===== src/hdl/tecd_pkg.sv =====
// Types, constants and helper functions of the element current density block.
package tecd_pkg;

    localparam int DATA_W       = 32;
    localparam int MAX_NODES    = 20;
    localparam int ACC_W        = 65;
    localparam int PROD_W       = 2 * DATA_W;
    localparam int FSUM_W       = 54;
    localparam int DIV_W        = FSUM_W + 1;
    localparam int DIV_STEP     = 11;
    localparam int DIV_ROUNDS   = DIV_W / DIV_STEP;
    localparam int DIV_CW       = $clog2(DIV_ROUNDS);
    localparam int DRAIN_CYCLES = 3;
    localparam int NODE_W       = $clog2(MAX_NODES);

    localparam logic [1:0] MODE_CORNER = 2'd0;
    localparam logic [1:0] MODE_NODE   = 2'd1;
    localparam logic [1:0] MODE_COND   = 2'd2;
    localparam logic [1:0] MODE_PRIOR  = 2'd3;

    localparam logic [1:0] ORD_LIN  = 2'd1;
    localparam logic [1:0] ORD_QUAD = 2'd2;
    localparam logic [1:0] ORD_CUB  = 2'd3;

    localparam logic [3:0] DIVISOR   = 4'd6;
    localparam logic [2:0] DIV_ROUND = 3'd3;

    typedef logic signed [DATA_W-1:0] q_t;
    typedef logic signed [ACC_W-1:0]  acc_t;

    localparam q_t   Q_MAX   = {1'b0, {(DATA_W-1){1'b1}}};
    localparam q_t   Q_MIN   = {1'b1, {(DATA_W-1){1'b0}}};
    localparam acc_t ONE_ACC = 1;

    typedef enum logic [3:0] {
        ST_IDLE, ST_DIFF, ST_COF, ST_C0, ST_WGT, ST_POT,
        ST_DIV, ST_DIVW, ST_TEN, ST_DRAIN, ST_OUT
    } state_t;

    typedef enum logic [3:0] {
        OP_NONE, OP_DIFF, OP_COF, OP_C0, OP_WGT, OP_POT,
        OP_DIV, OP_DIVW, OP_TEN, OP_EMIT
    } op_t;

    typedef enum logic [1:0] {TGT_NONE, TGT_COF, TGT_WGT, TGT_CUR} tgt_t;

    typedef struct packed {
        op_t               op;
        logic              first;
        logic              commit;
        logic              t;
        logic [1:0]        j;
        logic [1:0]        k;
        logic [NODE_W-1:0] n;
    } dp_cmd_t;

    typedef struct packed {
        logic div_done;
        logic out_free;
    } dp_stat_t;

    typedef struct packed {
        logic       vld;
        logic       first;
        logic       neg;
        logic       rnd;
        logic       acc_b;
        logic       prior;
        tgt_t       tgt;
        logic [3:0] idx;
        logic [1:0] j;
    } pipe_ctl_t;

    function automatic logic [1:0] eff_order(input logic [1:0] ord);
        return (ord == 2'd0) ? ORD_LIN : ord;
    endfunction

    function automatic logic [NODE_W-1:0] node_first(input logic [1:0] ord);
        return (eff_order(ord) == ORD_QUAD) ? NODE_W'(4) : NODE_W'(0);
    endfunction

    function automatic logic [NODE_W-1:0] node_last(input logic [1:0] ord);
        logic [NODE_W-1:0] r;
        begin
            unique case (eff_order(ord))
                ORD_QUAD: r = NODE_W'(9);
                ORD_CUB:  r = NODE_W'(MAX_NODES - 1);
                default:  r = NODE_W'(3);
            endcase
            return r;
        end
    endfunction

    // flat index row*3 + col
    function automatic logic [3:0] idx3(input logic [1:0] r, input logic [1:0] c);
        return 4'({r, 1'b0}) + 4'(r) + 4'(c);
    endfunction

    // corner pair of edge e
    function automatic logic [3:0] edge_pair(input logic [2:0] e);
        logic [3:0] p;
        begin
            case (e)
                3'd0:    p = {2'd0, 2'd1};
                3'd1:    p = {2'd0, 2'd2};
                3'd2:    p = {2'd0, 2'd3};
                3'd3:    p = {2'd1, 2'd2};
                3'd4:    p = {2'd1, 2'd3};
                default: p = {2'd2, 2'd3};
            endcase
            return p;
        end
    endfunction

    // shape gradient weight of node n on corner k, units of 1/32
    function automatic logic signed [7:0] shape_coef(input logic [1:0] ord,
                                                     input logic [4:0] n,
                                                     input logic [1:0] k);
        logic signed [7:0] c;
        logic [3:0]        pr;
        logic [4:0]        nm;
        begin
            c  = '0;
            nm = n - 5'd4;
            pr = '0;
            unique case (eff_order(ord))
                ORD_QUAD: begin
                    if (n >= 5'd4 && n <= 5'd9) begin
                        pr = edge_pair(nm[2:0]);
                        if (k == pr[3:2] || k == pr[1:0])
                            c = 8'sd32;
                    end
                end
                ORD_CUB: begin
                    if (n < 5'd4) begin
                        if (k == n[1:0])
                            c = -8'sd13;
                    end else if (n < 5'd16) begin
                        pr = edge_pair(nm[3:1]);
                        if (k == pr[3:2])
                            c = n[0] ? -8'sd9 : 8'sd18;
                        else if (k == pr[1:0])
                            c = n[0] ? 8'sd18 : -8'sd9;
                    end else if (k != 2'(5'd19 - n)) begin
                        c = 8'sd54;
                    end
                end
                default: begin
                    if (n < 5'd4 && k == n[1:0])
                        c = 8'sd32;
                end
            endcase
            return c;
        end
    endfunction

    // x / 2^sh rounded to nearest, ties away from zero
    function automatic acc_t rnd_shr(input acc_t x, input int unsigned sh);
        acc_t h;
        begin
            h = ONE_ACC <<< (sh - 1);
            if (x[ACC_W-1])
                return (x + h - ONE_ACC) >>> sh;
            return (x + h) >>> sh;
        end
    endfunction

    function automatic q_t sat32(input acc_t x);
        if (x[ACC_W-1:DATA_W-1] == '0 || x[ACC_W-1:DATA_W-1] == '1)
            return x[DATA_W-1:0];
        return x[ACC_W-1] ? Q_MIN : Q_MAX;
    endfunction

    function automatic acc_t ext(input q_t x);
        return ACC_W'(x);
    endfunction

endpackage


===== src/hdl/tecd_ctrl.sv =====
// Sequencer of the element evaluation: issues datapath commands step by step.
module tecd_ctrl (
    input  logic               clk,
    input  logic               rst_n,
    input  logic               start,
    input  logic [1:0]         order,
    input  tecd_pkg::dp_stat_t stat,
    output tecd_pkg::dp_cmd_t  cmd,
    output logic               idle
);
    import tecd_pkg::*;

    state_t              state_reg, state_next, ret_reg, ret_next;
    logic [1:0]          k_reg, k_next, j_reg, j_next, drain_reg, drain_next;
    logic [NODE_W-1:0]   n_reg, n_next, nfirst, nlast;
    logic                t_reg, t_next;

    assign nfirst = node_first(order);
    assign nlast  = node_last(order);

    always_ff @(posedge clk or negedge rst_n)
    begin
        if (!rst_n)
        begin
            state_reg <= ST_IDLE;
            ret_reg   <= ST_IDLE;
            k_reg     <= '0;
            j_reg     <= '0;
            n_reg     <= '0;
            t_reg     <= 1'b0;
            drain_reg <= '0;
        end
        else
        begin
            state_reg <= state_next;
            ret_reg   <= ret_next;
            k_reg     <= k_next;
            j_reg     <= j_next;
            n_reg     <= n_next;
            t_reg     <= t_next;
            drain_reg <= drain_next;
        end
    end

    always_comb
    begin
        state_next = state_reg;
        ret_next   = ret_reg;
        k_next     = k_reg;
        j_next     = j_reg;
        n_next     = n_reg;
        t_next     = t_reg;
        drain_next = drain_reg;
        unique case (state_reg)
            ST_IDLE:
                if (start)
                    state_next = ST_DIFF;
            ST_DIFF:
            begin
                state_next = ST_COF;
                k_next     = 2'd1;
                j_next     = 2'd0;
                t_next     = 1'b0;
            end
            ST_COF:
            begin
                t_next = ~t_reg;
                if (t_reg)
                begin
                    if (j_reg == 2'd2)
                    begin
                        j_next = 2'd0;
                        if (k_reg == 2'd3)
                        begin
                            state_next = ST_DRAIN;
                            ret_next   = ST_C0;
                        end
                        else
                            k_next = k_reg + 2'd1;
                    end
                    else
                        j_next = j_reg + 2'd1;
                end
            end
            ST_C0:
            begin
                state_next = ST_WGT;
                j_next     = 2'd0;
                k_next     = 2'd0;
                n_next     = nfirst;
            end
            ST_WGT:
            begin
                k_next = k_reg + 2'd1;
                if (k_reg == 2'd3)
                begin
                    state_next = ST_DRAIN;
                    ret_next   = ST_POT;
                end
            end
            ST_POT:
            begin
                if (n_reg == nlast)
                begin
                    state_next = ST_DRAIN;
                    ret_next   = ST_DIV;
                end
                else
                begin
                    n_next     = n_reg + NODE_W'(1);
                    state_next = ST_WGT;
                end
            end
            ST_DIV:
                state_next = ST_DIVW;
            ST_DIVW:
            begin
                if (stat.div_done)
                begin
                    k_next = 2'd0;
                    if (j_reg == 2'd2)
                    begin
                        j_next     = 2'd0;
                        state_next = ST_TEN;
                    end
                    else
                    begin
                        j_next     = j_reg + 2'd1;
                        n_next     = nfirst;
                        state_next = ST_WGT;
                    end
                end
            end
            ST_TEN:
            begin
                if (k_reg == 2'd2)
                begin
                    k_next = 2'd0;
                    if (j_reg == 2'd2)
                    begin
                        state_next = ST_DRAIN;
                        ret_next   = ST_OUT;
                    end
                    else
                        j_next = j_reg + 2'd1;
                end
                else
                    k_next = k_reg + 2'd1;
            end
            ST_DRAIN:
            begin
                if (drain_reg == 2'(DRAIN_CYCLES - 1))
                begin
                    drain_next = '0;
                    state_next = ret_reg;
                end
                else
                    drain_next = drain_reg + 2'd1;
            end
            ST_OUT:
                if (stat.out_free)
                    state_next = ST_IDLE;
            default:
                state_next = ST_IDLE;
        endcase
    end

    always_comb
    begin
        cmd        = '0;
        cmd.op     = OP_NONE;
        cmd.t      = t_reg;
        cmd.j      = j_reg;
        cmd.k      = k_reg;
        cmd.n      = n_reg;
        unique case (state_reg)
            ST_DIFF: cmd.op = OP_DIFF;
            ST_COF:
            begin
                cmd.op     = OP_COF;
                cmd.first  = ~t_reg;
                cmd.commit = t_reg;
            end
            ST_C0: cmd.op = OP_C0;
            ST_WGT:
            begin
                cmd.op     = OP_WGT;
                cmd.first  = (k_reg == 2'd0);
                cmd.commit = (k_reg == 2'd3);
            end
            ST_POT:
            begin
                cmd.op    = OP_POT;
                cmd.first = (n_reg == nfirst);
            end
            ST_DIV:  cmd.op = OP_DIV;
            ST_DIVW: cmd.op = OP_DIVW;
            ST_TEN:
            begin
                cmd.op     = OP_TEN;
                cmd.first  = (k_reg == 2'd0);
                cmd.commit = (k_reg == 2'd2);
            end
            ST_OUT: cmd.op = stat.out_free ? OP_EMIT : OP_NONE;
            default: cmd.op = OP_NONE;
        endcase
    end

    assign idle = (state_reg == ST_IDLE);

endmodule


===== config.mk =====
export PLATFORM = sky130hd
export DESIGN_NAME = tecd_ctrl
export DESIGN_NICKNAME = d
export VERILOG_FILES = /design/src/hdl/tecd_pkg.sv /design/src/hdl/tecd_ctrl.sv
export SDC_FILE = /design/constraint.sdc
export NUM_CORES = 1
export LEC_CHECK = 0
export BUFFER_PORTS_ARGS = -buffer_cell sky130_fd_sc_hd__buf_2
export CAP_MARGIN = 10
export CORE_MARGIN = 2
export CORE_UTILIZATION = 52
export DETAILED_ROUTE_END_ITERATION = 6
export GPL_ROUTABILITY_DRIVEN = 0
export GPL_TIMING_DRIVEN = 1
export HOLD_SLACK_MARGIN = 0.15
export PLACE_DENSITY = 0.76
export SLEW_MARGIN = 15
export SYNTH_ARGS = -nofsm -noshare
export SYNTH_HDL_FRONTEND = slang
export SYNTH_SLANG_ARGS = --single-unit
export TNS_END_PERCENT = 30

===== constraint.sdc =====
create_clock -name clk -period 2.21 [get_ports clk]
set_input_delay 0.663 -clock clk [delete_from_list [all_inputs] [get_ports clk]]
set_output_delay 0.663 -clock clk [all_outputs]
set_load 0.02 [all_outputs]

# After elaboration in Yosys (flattened, before gate mapping)
# Index checks and enable logic that the tools add are counted.
# word_totals
mem_count	0
latch_bits	0
out_inout_bits	17
regBits	20
mem_bits_ro	0
ramBits	0
word_cells	105
# classes
n_eq_ne	33
n_mux	45
n_reduce_logical	15
addsub	4
n_bitwise	1
shifts	0
magnitude_cmp	0
multipliers	0
div	0
# op_table
cell	n
4-bit 2-to-1 mux	19
4-bit case mux with 11 select lines	1
4-bit case mux with 9 select lines	1
2-bit != test (second input constant)	15
2-bit 2-to-1 mux	12
4-bit by 3-bit == test with 1-bit output (second input constant)	4
4-bit case mux with 4 select lines	1
8-bit AND reduction	2
5-bit 2-to-1 mux	3
5-bit case mux with 3 select lines	1
2-bit == test (second input constant)	6
4-bit == test (second input constant)	3
2-bit case mux with 6 select lines	1
5-bit case mux with 2 select lines	1
5-bit AND reduction	2
4-bit by 2-bit == test with 1-bit output (second input constant)	2
2-bit case mux with 4 select lines	1
4-bit nonzero test	2
2-bit by 1-bit adder with 2-bit output (second input constant)	3
1-bit case mux with 3 select lines	2
6-bit nonzero test	1
5-bit by 1-bit adder with 5-bit output (second input constant)	1
5-bit by 3-bit == test with 1-bit output	1
5-bit == test	1
10 further kinds	12

# Depth between registers and ports, before layout
# Gate-level depths: netlist of the first run.
# logic_depth
depth_word	7
depth_mapped	8
ltp_nobuf	7

# Worst setup path before layout of the first run
# Ideal clock, no wire load.
# synth_path
path_kind	in2out
start	in order[0]
end	out cmd[11] in the netlist's numbering
t_arrival_ns	1.671
n_path_buf	0
path_stages	3
slack_ns	-0.124
required_ns	1.547
cell_sequence	nand2b_1 > xnor2_1 > o41ai_1
# synth_lines
item	line_no	text
from (decl)	tecd_ctrl.sv:6	input logic [1:0] order,
to (decl)	tecd_ctrl.sv:8	output tecd_pkg::dp_cmd_t cmd,

==> results.txt, run 1 <==
status = finished, violations left
failing checks = setup timing
Hold Crit Class = in2async
core area = 3080 µm²
Crit. End Element = output port
starting density of the core = 55.4%
residual overflow from global routing = 0
setup violators final = 2
# clock sinks = 20
final worst clock skew = 9.02 ps
worst path arrival time = 1630 ps
M2 GR Usage = 41.3%
Fin. Hold Viols = 0
main flop type after synthesis = dfrtp_1
first-pass GRT wire length = 7.28 mm
largest net degree at the start of global routing = 21
Max Cap Viol = 0
Fillers = 234
post-route cell area = 2210 µm²
Slew HR = 65.6%
Overall Power = 3.38 mW
minimum clock period = 2290 ps
vias post-DR = 1,746
Worst-path clk slew = 120 ps
clock latency on the worst-skew pair = 310 ps
share of layout cells above drive strength 1 = 35.7%
GR Util met3 = 4.41%
LEAKAGE = 1.01 nW
# diodes = 0
area grow syn2layout = 29.5%
Seq/Total Area, Yosys = 29.4%
Synth warnings = 0
Die Ht = 61.2 µm
Worst-Margin Slew = 511 ps
H-tree Lvls = 1
WL final = 4.64 mm
met1 Use GR = 38.1%
gr usage total = 26.2%
final hold slack = 286 ps
area post-placement = 2000 µm²
Post-Syn Area = 1700 µm²
worst-case clock buffer depth = 2
die footprint = 3750 µm²
HPWL reported at the end of detailed placement = 3.32 mm
Port Buffer Count = 23
RSZ-0062 raised after global routing = yes
I/O pin total = 24
Final nets = 269
CTS root buf = clkbuf_4
max FFs per register = 5
Vias/cell = 5.90
Routed Antenna Nets = 0
Initial DRC Count = 124
Post-synth EDFFs = 0
fin worst setup slack = -84.7 ps
Critical Path Fanout Max = 6
Cells after DPL = 287
initial antenna violation count = 0
Mean Syn Cell Area = 8.19 µm²
fmax = 436 MHz
CP Data Required Time = 1550 ps
wire per inst = 15.7 µm
PD cells = 1530 nW/µm²
part of the cycle the worst path needs = 104%
FF+latch count, synth = 20
Syn Inst Count = 208
total CTS buffers = 3
Die Span X = 61.2 µm
count of hold buffers inserted by post-cts repair = 0
Setup CP Type = reg2out
vias in the first global route = 1,536
fin util = 71.7%
number of distinct library cells after synthesis = 49
Pins Over Slew Limit = 0
CP startpoint kind = register
syn_nets = 224
row count = 20
First-pass DRT Iterations = 4
FFs w/ async S/R, synth = 100%
Remaining DRCs = 0
Finished Layout Cells = 296
worst vdd ir = 0.811 mV
CTS tree = done
Most Crowded Layer GR = met2
==> worst paths after layout <==
check / endpoint / slack, ps / cells after the start / startpoint
min in group clk: ret_reg[1] / 540 / 2 / ret_reg[1]
worst min-delay path: state_reg[1] / 290 / 1 / rst_n
worst min register to register: ret_reg[1] / 540 / 2 / ret_reg[1]
worst max-delay path: cmd[11] / -80 / 5 / state_reg[2]
worst max register to register: ret_reg[3] / 100 / 8 / state_reg[2]
max in group asynchronous: state_reg[2] / 1570 / 1 / rst_n
==> cell usage after synthesis, drive strengths merged (2+ instances only) <==
cell / count / area (µm²)
mux2i: 3 / 30.0
o21ai: 17 / 85.1
nand2b: 8 / 50.1
o211ai: 2 / 15.0
nor3: 6 / 30.0
buf: 8 / 62.6
a211o: 3 / 26.3
a21o: 2 / 15.0
a22oi: 2 / 15.0
nand2: 21 / 78.8
and2: 2 / 12.5
nor2: 16 / 60.1
o41ai: 5 / 51.3
nand4bb: 2 / 22.5
mux2: 5 / 67.6
clkbuf: 8 / 30.0
nand3b: 2 / 15.0
or3b: 2 / 17.5
o2bb2ai: 2 / 17.5
a21oi: 12 / 60.1
inv: 11 / 41.3
nor4: 4 / 25.0
nand3: 4 / 20.0
xnor2: 2 / 17.5
ha: 9 / 113
a221oi: 2 / 17.5
dfrtp: 20 / 500
nor2b: 8 / 57.6
o31ai: 3 / 22.5
or3: 3 / 18.8
a31oi: 2 / 12.5
==> kinds of logic (layout without fill, tap and decap cells) <==
| kind of cell | after synthesis | count (layout) | synth area share (%) |
|---|---|---|---|
| AOI/OAI and AO/OA | 58 | 58 | 22.6 |
| xor gates and xnor gates | 2 | 2 | 1.03 |
| adders and majority gates | 9 | 9 | 6.61 |
| buffers and inverters | 27 | 71 | 7.86 |
| DFF | 20 | 20 | 29.4 |
| muxes | 8 | 8 | 5.73 |
| and+or+nand+nor | 84 | 84 | 26.8 |
==> layout make-up <==
cell class | instances | area, µm² | area share [%]
clock buffer | 3 | 22.5 | 1.02
clock inverter | 1 | 30.0 | 1.36
inverter | 11 | 41.3 | 1.87
multi-input combinational | 161 | 1170 | 52.8
sequential | 20 | 504 | 22.8
tap | 44 | 55.1 | 2.49
timing repair buffer | 56 | 388 | 17.6
==> routing by layer <==
metal | routed length [µm] | up-vias | share of wire (%)
met5 | 0 | - | 0
met4 | 74 | 0 | 1.6
met3 | 307 | 6 | 6.6
met2 | 2140 | 79 | 46
met1 | 2110 | 827 | 46
li1 | - | 834 | -
==> worst max-delay path, cell delays in order (launching register included) <==
cell and delay [ps]:
dfrtp_2 470, buf_6 150, nor4_4 320, o21ai_2 120
o41ai_2 60, buf_4 190
==> report_power, final <==
part,switching [mW],internal [mW],total (mW)
sequential,0.188,0.530,0.718
combinational,1.25,1.10,2.36
clock,0.118,0.184,0.301
total,1.56,1.82,3.38
==> layout by cell type, fill, tap and decap left out, drive strengths merged, types with 3 or more instances in the layout <==
master and count:
o41ai 5, nor3 6, nor2b 8, nand3 4, o21ai 17, o31ai 3
mux2i 3, nand2 21, inv 11, dfrtp 20, ha 9, or3 3
nand2b 8, mux2 5, nor2 16, nor4 4, a211o 3, buf 56
clkbuf 3, a21oi 12
==> timing repair <==
| action | 4_1_cts | 5_1_grt |
|---|---|---|
| setup buffers | 2 | 3 |
| resized for setup | 17 | 14 |
| pin swaps | 4 | 3 |
| cloned | 0 | 0 |
| setup endpoints to repair | 5 | 5 |
==> per-stage QoR <==
step           setup TNS (ps)  setup WS (ps)
2_1_floorplan            -229          -85.4
3_3_place_gp             -140          -67.3
3_5_place_dp             -278           -103
5_1_grt                  -298           -152
6_report                 -150          -84.7
4_1_cts                  -250          -94.3
Note: power is estimated with default switching activity, not from simulation.
==> inputs of run 2 (changes only) <==
--- a/config.mk
+++ b/config.mk
@@ -7,6 +7,7 @@
 export LEC_CHECK = 0
 export BUFFER_PORTS_ARGS = -buffer_cell sky130_fd_sc_hd__buf_2
 export CAP_MARGIN = 10
+export CORE_ASPECT_RATIO = 0.5
 export CORE_MARGIN = 2
 export CORE_UTILIZATION = 52
 export DETAILED_ROUTE_END_ITERATION = 6
==> run 2 against run 1 <==
Against the previous run:
- sequential share of layout area down 0.32 points
- die area rose by 0.75%
- wire length rose by 2.4%
- combinational power increased by 4%
- setup slack better by 64 ps
- final cell count shrank 1.0%
- sequential cell count unchanged
- core utilization is 1.3 points higher
- the flow still finishes with violations (setup timing)
- clock power up 28%
==> results.txt, run 2 (synthesis results as in run 1) <==
LEAKAGE = 1.01 nW
status = finished, violations left
setup slack, reg-to-reg = 30 ps
area grow syn2layout = 31.4%
First-pass DRT Iterations = 4
row count = 14
final worst clock skew = 1.37 ps
first-pass GRT wire length = 7.73 mm
Worst-Margin Slew = 500 ps
Critical path buffers and inverters = 2
HPWL reported at the end of detailed placement = 3.26 mm
wire per inst = 16.2 µm
Top Family by Delay on Critical Path = flip-flops
largest net degree at the start of global routing = 29
die footprint = 3780 µm²
residual overflow from global routing = 0
WL final = 4.75 mm
Vias/cell = 5.94
Crit. End Element = output port
H-tree Lvls = 1
Routed Antenna Nets = 0
vias in the first global route = 1,640
total negative setup slack = -24.7 ps
fmax = 448 MHz
Fin. Hold Viols = 0
setup violators final = 2
starting density of the core = 55.6%
CP Data Required Time = 1550 ps
max FFs per register = 5
Critical Path Fanout Max = 6
core area = 3070 µm²
Fillers = 224
Remaining DRCs = 0
CP startpoint kind = register
worst vdd ir = 0.798 mV
fin worst setup slack = -20.6 ps
most frequent cells in the layout = buf_4, nand2_1, buf_2, dfrtp_1, nor2_1
minimum clock period = 2230 ps
Hold Crit Class = in2async
total CTS buffers = 3
commonest non-fill, non-tap cell in the layout = buf_4
worst path arrival time = 1570 ps
Die Span X = 85.0 µm
vias post-DR = 1,741
I/O pin total = 24
share of layout cells above drive strength 1 = 34.8%
Setup CP Type = reg2out
Port Buffer Count = 23
Worst-path clk slew = 80 ps
fin util = 73.0%
r2r endpoint = ret_reg[0]
worst-case clock buffer depth = 2
Max Cap Viol = 0
Worst path slowest cell = dfrtp_2
# clock sinks = 20
Overall Power = 3.53 mW
initial antenna violation count = 0
RSZ-0062 raised after global routing = yes
cells on worst reg2reg path = 7
Slew HR = 66.3%
Die Ht = 44.5 µm
worst reg2reg startpoint = state_reg[1]
Initial DRC Count = 140
CTS root buf = clkbuf_8
Critical Path, Cell by Cell = buf_6 -> nand4bb_4 -> o41ai_2 -> buf_2
clock latency on the worst-skew pair = 270 ps
gr usage total = 26.2%
PD cells = 1580 nW/µm²
Final nets = 270
part of the cycle the worst path needs = 101%
CTS tree = done
Pins Over Slew Limit = 0
# diodes = 0
failing checks = setup timing
Worst path max stage delay = 460 ps
run 2: cell types whose count changed in the layout (fill, tap and decap cells not counted), sizes merged:
cell,previous run,this run
buf,56,57
run 2: final cells by class:
cell class | count | area, µm² | share of cell area [%]
sequential | 20 | 504 | 22.5
clock inverter | 1 | 30.0 | 1.34
inverter | 11 | 43.8 | 1.96
clock buffer | 3 | 41.3 | 1.84
tap | 40 | 50.0 | 2.24
timing repair buffer | 57 | 413 | 18.4
multi-input combinational | 161 | 1160 | 51.6
run 2: worst max-delay path by stage:
stage	start	end	cells after the start
3_3_place_gp	order[1]	state_reg[2]	6
5_1_grt	state_reg[3]	cmd[11]	4
2_1_floorplan	state_reg[2]	idle	4
6_report	state_reg[1]	cmd[11]	4
3_5_place_dp	order[1]	state_reg[2]	6
4_1_cts	state_reg[1]	cmd[10]	3
run 2: through the flow:
stage | instances | setup WS, ps | hold slack [ps] | area [µm²]
3_3_place_gp | 283 | -77.2 | 478 | 2010
2_1_floorplan | 208 | -85.4 | 367 | 1710
5_1_grt | 293 | -73.3 | 387 | 2240
3_5_place_dp | 283 | -105 | 488 | 2010
6_report | 293 | -20.6 | 340 | 2240
4_1_cts | 292 | -19.6 | 367 | 2190
run 2: power breakdown:
part           leakage, nW  internal [mW]  switching (mW)
Combinational        0.733           1.14            1.31
Sequential           0.246          0.532           0.164
Clock               0.0357          0.242           0.141
run 2: what timing repair did:
item	CTS	global route
pin swaps	4	2
buffers inserted	5	1
setup endpoints to repair	3	10
hold buffers	0	0
endpoints found under the hold margin	0	0
resized for setup	18	13
run 2: worst register-to-register path: cells and delay by family (launching register included):
family | cells | cell delay, ps
compound gates | 1 | 180
buf+inv | 2 | 270
flops | 1 | 460
simple gates | 4 | 1180
run 2: per-layer routing:
metal	wire [µm]	vias up	track usage, %
li1	-	836	-
met1	2250	828	35.5
met2	2160	73	44.7
met3	326	4	5.22
met4	21	0	4.76
met5	0	-	0
==> inputs of run 3 (changes only) <==
--- a/config.mk
+++ b/config.mk
@@ -15,6 +15,7 @@
 export GPL_TIMING_DRIVEN = 1
 export HOLD_SLACK_MARGIN = 0.15
 export PLACE_DENSITY = 0.76
+export SETUP_SLACK_MARGIN = 0.3
 export SLEW_MARGIN = 15
 export SYNTH_ARGS = -nofsm -noshare
 export SYNTH_HDL_FRONTEND = slang
==> run 3 against run 2 <==
Against the previous run:
- the flow still finishes with violations (setup timing)
- cell area increased by 9.3%
- count of clock-buffer cells in the layout unchanged
- final cell count increased by 0.34%
- core utilization increased by 6.8 points
- hold slack improved by 10 ps
- combinational power increased by 18%
- via count increased by 9.5%
- power increased by 13%
==> results.txt, run 3 (synthesis results as in run 1) <==
status = finished, violations left
failing checks = setup timing
r2r endpoint = ret_reg[0]
area post-placement = 2030 µm²
residual overflow from global routing = 0
Fin. Hold Viols = 0
HPWL reported at the end of detailed placement = 3.30 mm
part of the cycle the worst path needs = 106%
Worst-Margin Slew = 498 ps
most frequent cells in the layout = buf_4, nand2_1, nor2_1, buf_2, dfrtp_1
WL final = 5.60 mm
die footprint = 3780 µm²
Cells after DPL = 274
fin util = 79.8%
initial antenna violation count = 0
gr usage total = 28.9%
worst reg2reg startpoint = state_reg[2]
vias post-DR = 1,906
Reg area = 507 µm²
DR WL met2 = 2.40 mm
vias in the first global route = 1,770
Top Layer Used = met4
CP Data Required Time = 1550 ps
Pins Over Slew Limit = 0
worst vdd ir = 0.966 mV
clock latency on the worst-skew pair = 270 ps
LEAKAGE = 1.07 nW
PD cells = 1630 nW/µm²
# clock sinks = 20
share of layout cells above drive strength 1 = 42.1%
wire per inst = 19.1 µm
row count = 14
core area = 3070 µm²
RSZ-0062 raised after global routing = yes
CTS tree = done
DP Worst Slack = 11.1 ps
Die Ht = 44.5 µm
Critical Path Fanout Max = 6
M1 WL = 2.39 mm
worst-case clock buffer depth = 2
area grow syn2layout = 43.6%
H-tree Lvls = 1
Worst-path clk slew = 80 ps
count of hold buffers inserted by post-cts repair = 0
Hold Crit Class = in2async
cells on worst reg2reg path = 7
# diodes = 0
setup slack, reg-to-reg = 0 ps
Crit. End Element = output port
starting density of the core = 55.6%
Setup CP Type = reg2out
Routed Antenna Nets = 0
Remaining DRCs = 0
Final nets = 271
CTS root buf = clkbuf_8
Vias/cell = 6.48
first-pass GRT wire length = 8.38 mm
largest net degree at the start of global routing = 29
Fillers = 155
CP startpoint kind = register
final hold slack = 351 ps
Max Cap Viol = 0
minimum clock period = 2340 ps
Port Buffer Count = 23
First-pass DRT Iterations = 7
final worst clock skew = 2.04 ps
worst path arrival time = 1670 ps
fmax = 428 MHz
max FFs per register = 5
Die Span X = 85.0 µm
post-route cell area = 2450 µm²
Finished Layout Cells = 294
fin worst setup slack = -127 ps
Slew HR = 66.8%
combined area of the multi-input logic cells = 1300 µm²
commonest non-fill, non-tap cell in the layout = buf_4
total CTS buffers = 3
setup violators final = 2
I/O pin total = 24
met3 WL post-DR = 578 µm
Initial DRC Count = 278
==> run 3: final cells by class <==
cell class,instances,share of cell area (%)
well taps,40,2.04
flip-flops and latches,20,20.7
repair buffers,58,19.7
clock inverters,1,1.23
inverters,11,1.69
multi-input cells,161,53.0
clock buffers,3,1.69
==> run 3: worst max-delay path, stage by stage (launching register included) <==
cell and delay (ps):
dfrtp_2 480, buf_6 150, nand2b_1 120, a21oi_2 90, o21ai_2 260, o41ai_4 130
buf_4 170
==> run 3: what timing repair did <==
item,in CTS,in global routing
buffers inserted,11,5
gates resized for setup,34,23
pin swaps,14,4
setup endpoints to repair,18,21
==> run 3: stage by stage <==
stage,power [mW],TNS (ps)
floorplan,2.31,0
global placement,2.84,0
detailed placement,2.89,0
CTS,3.64,-47.6
global route,4.18,-298
finish,4.00,-194
==> run 3: worst max-delay path by stage <==
| stage | from | end | slack [ps] |
|---|---|---|---|
| 6_report | state_reg[3] | cmd[11] | -130 |
| 5_1_grt | state_reg[3] | cmd[11] | -160 |
| 4_1_cts | state_reg[1] | cmd[10] | -40 |
| 3_5_place_dp | order[1] | n_reg[4] | 10 |
| 3_3_place_gp | state_reg[2] | state_reg[0] | 40 |
| 2_1_floorplan | j_reg[0] | state_reg[0] | 150 |
==> run 3: metal layers <==
layer / GRT usage, % / vias to the layer above
met1: 35.1 / 885
met3: 7.65 / 45
li1: - / 837
met2: 51.6 / 139
met4: 8.89 / 0
met5: 0 / -
==> run 3: where the power goes <==
part / internal, mW / switching [mW]
Combinational: 1.37 / 1.52
Clock: 0.242 / 0.136
Sequential: 0.534 / 0.193
Total: 2.14 / 1.85
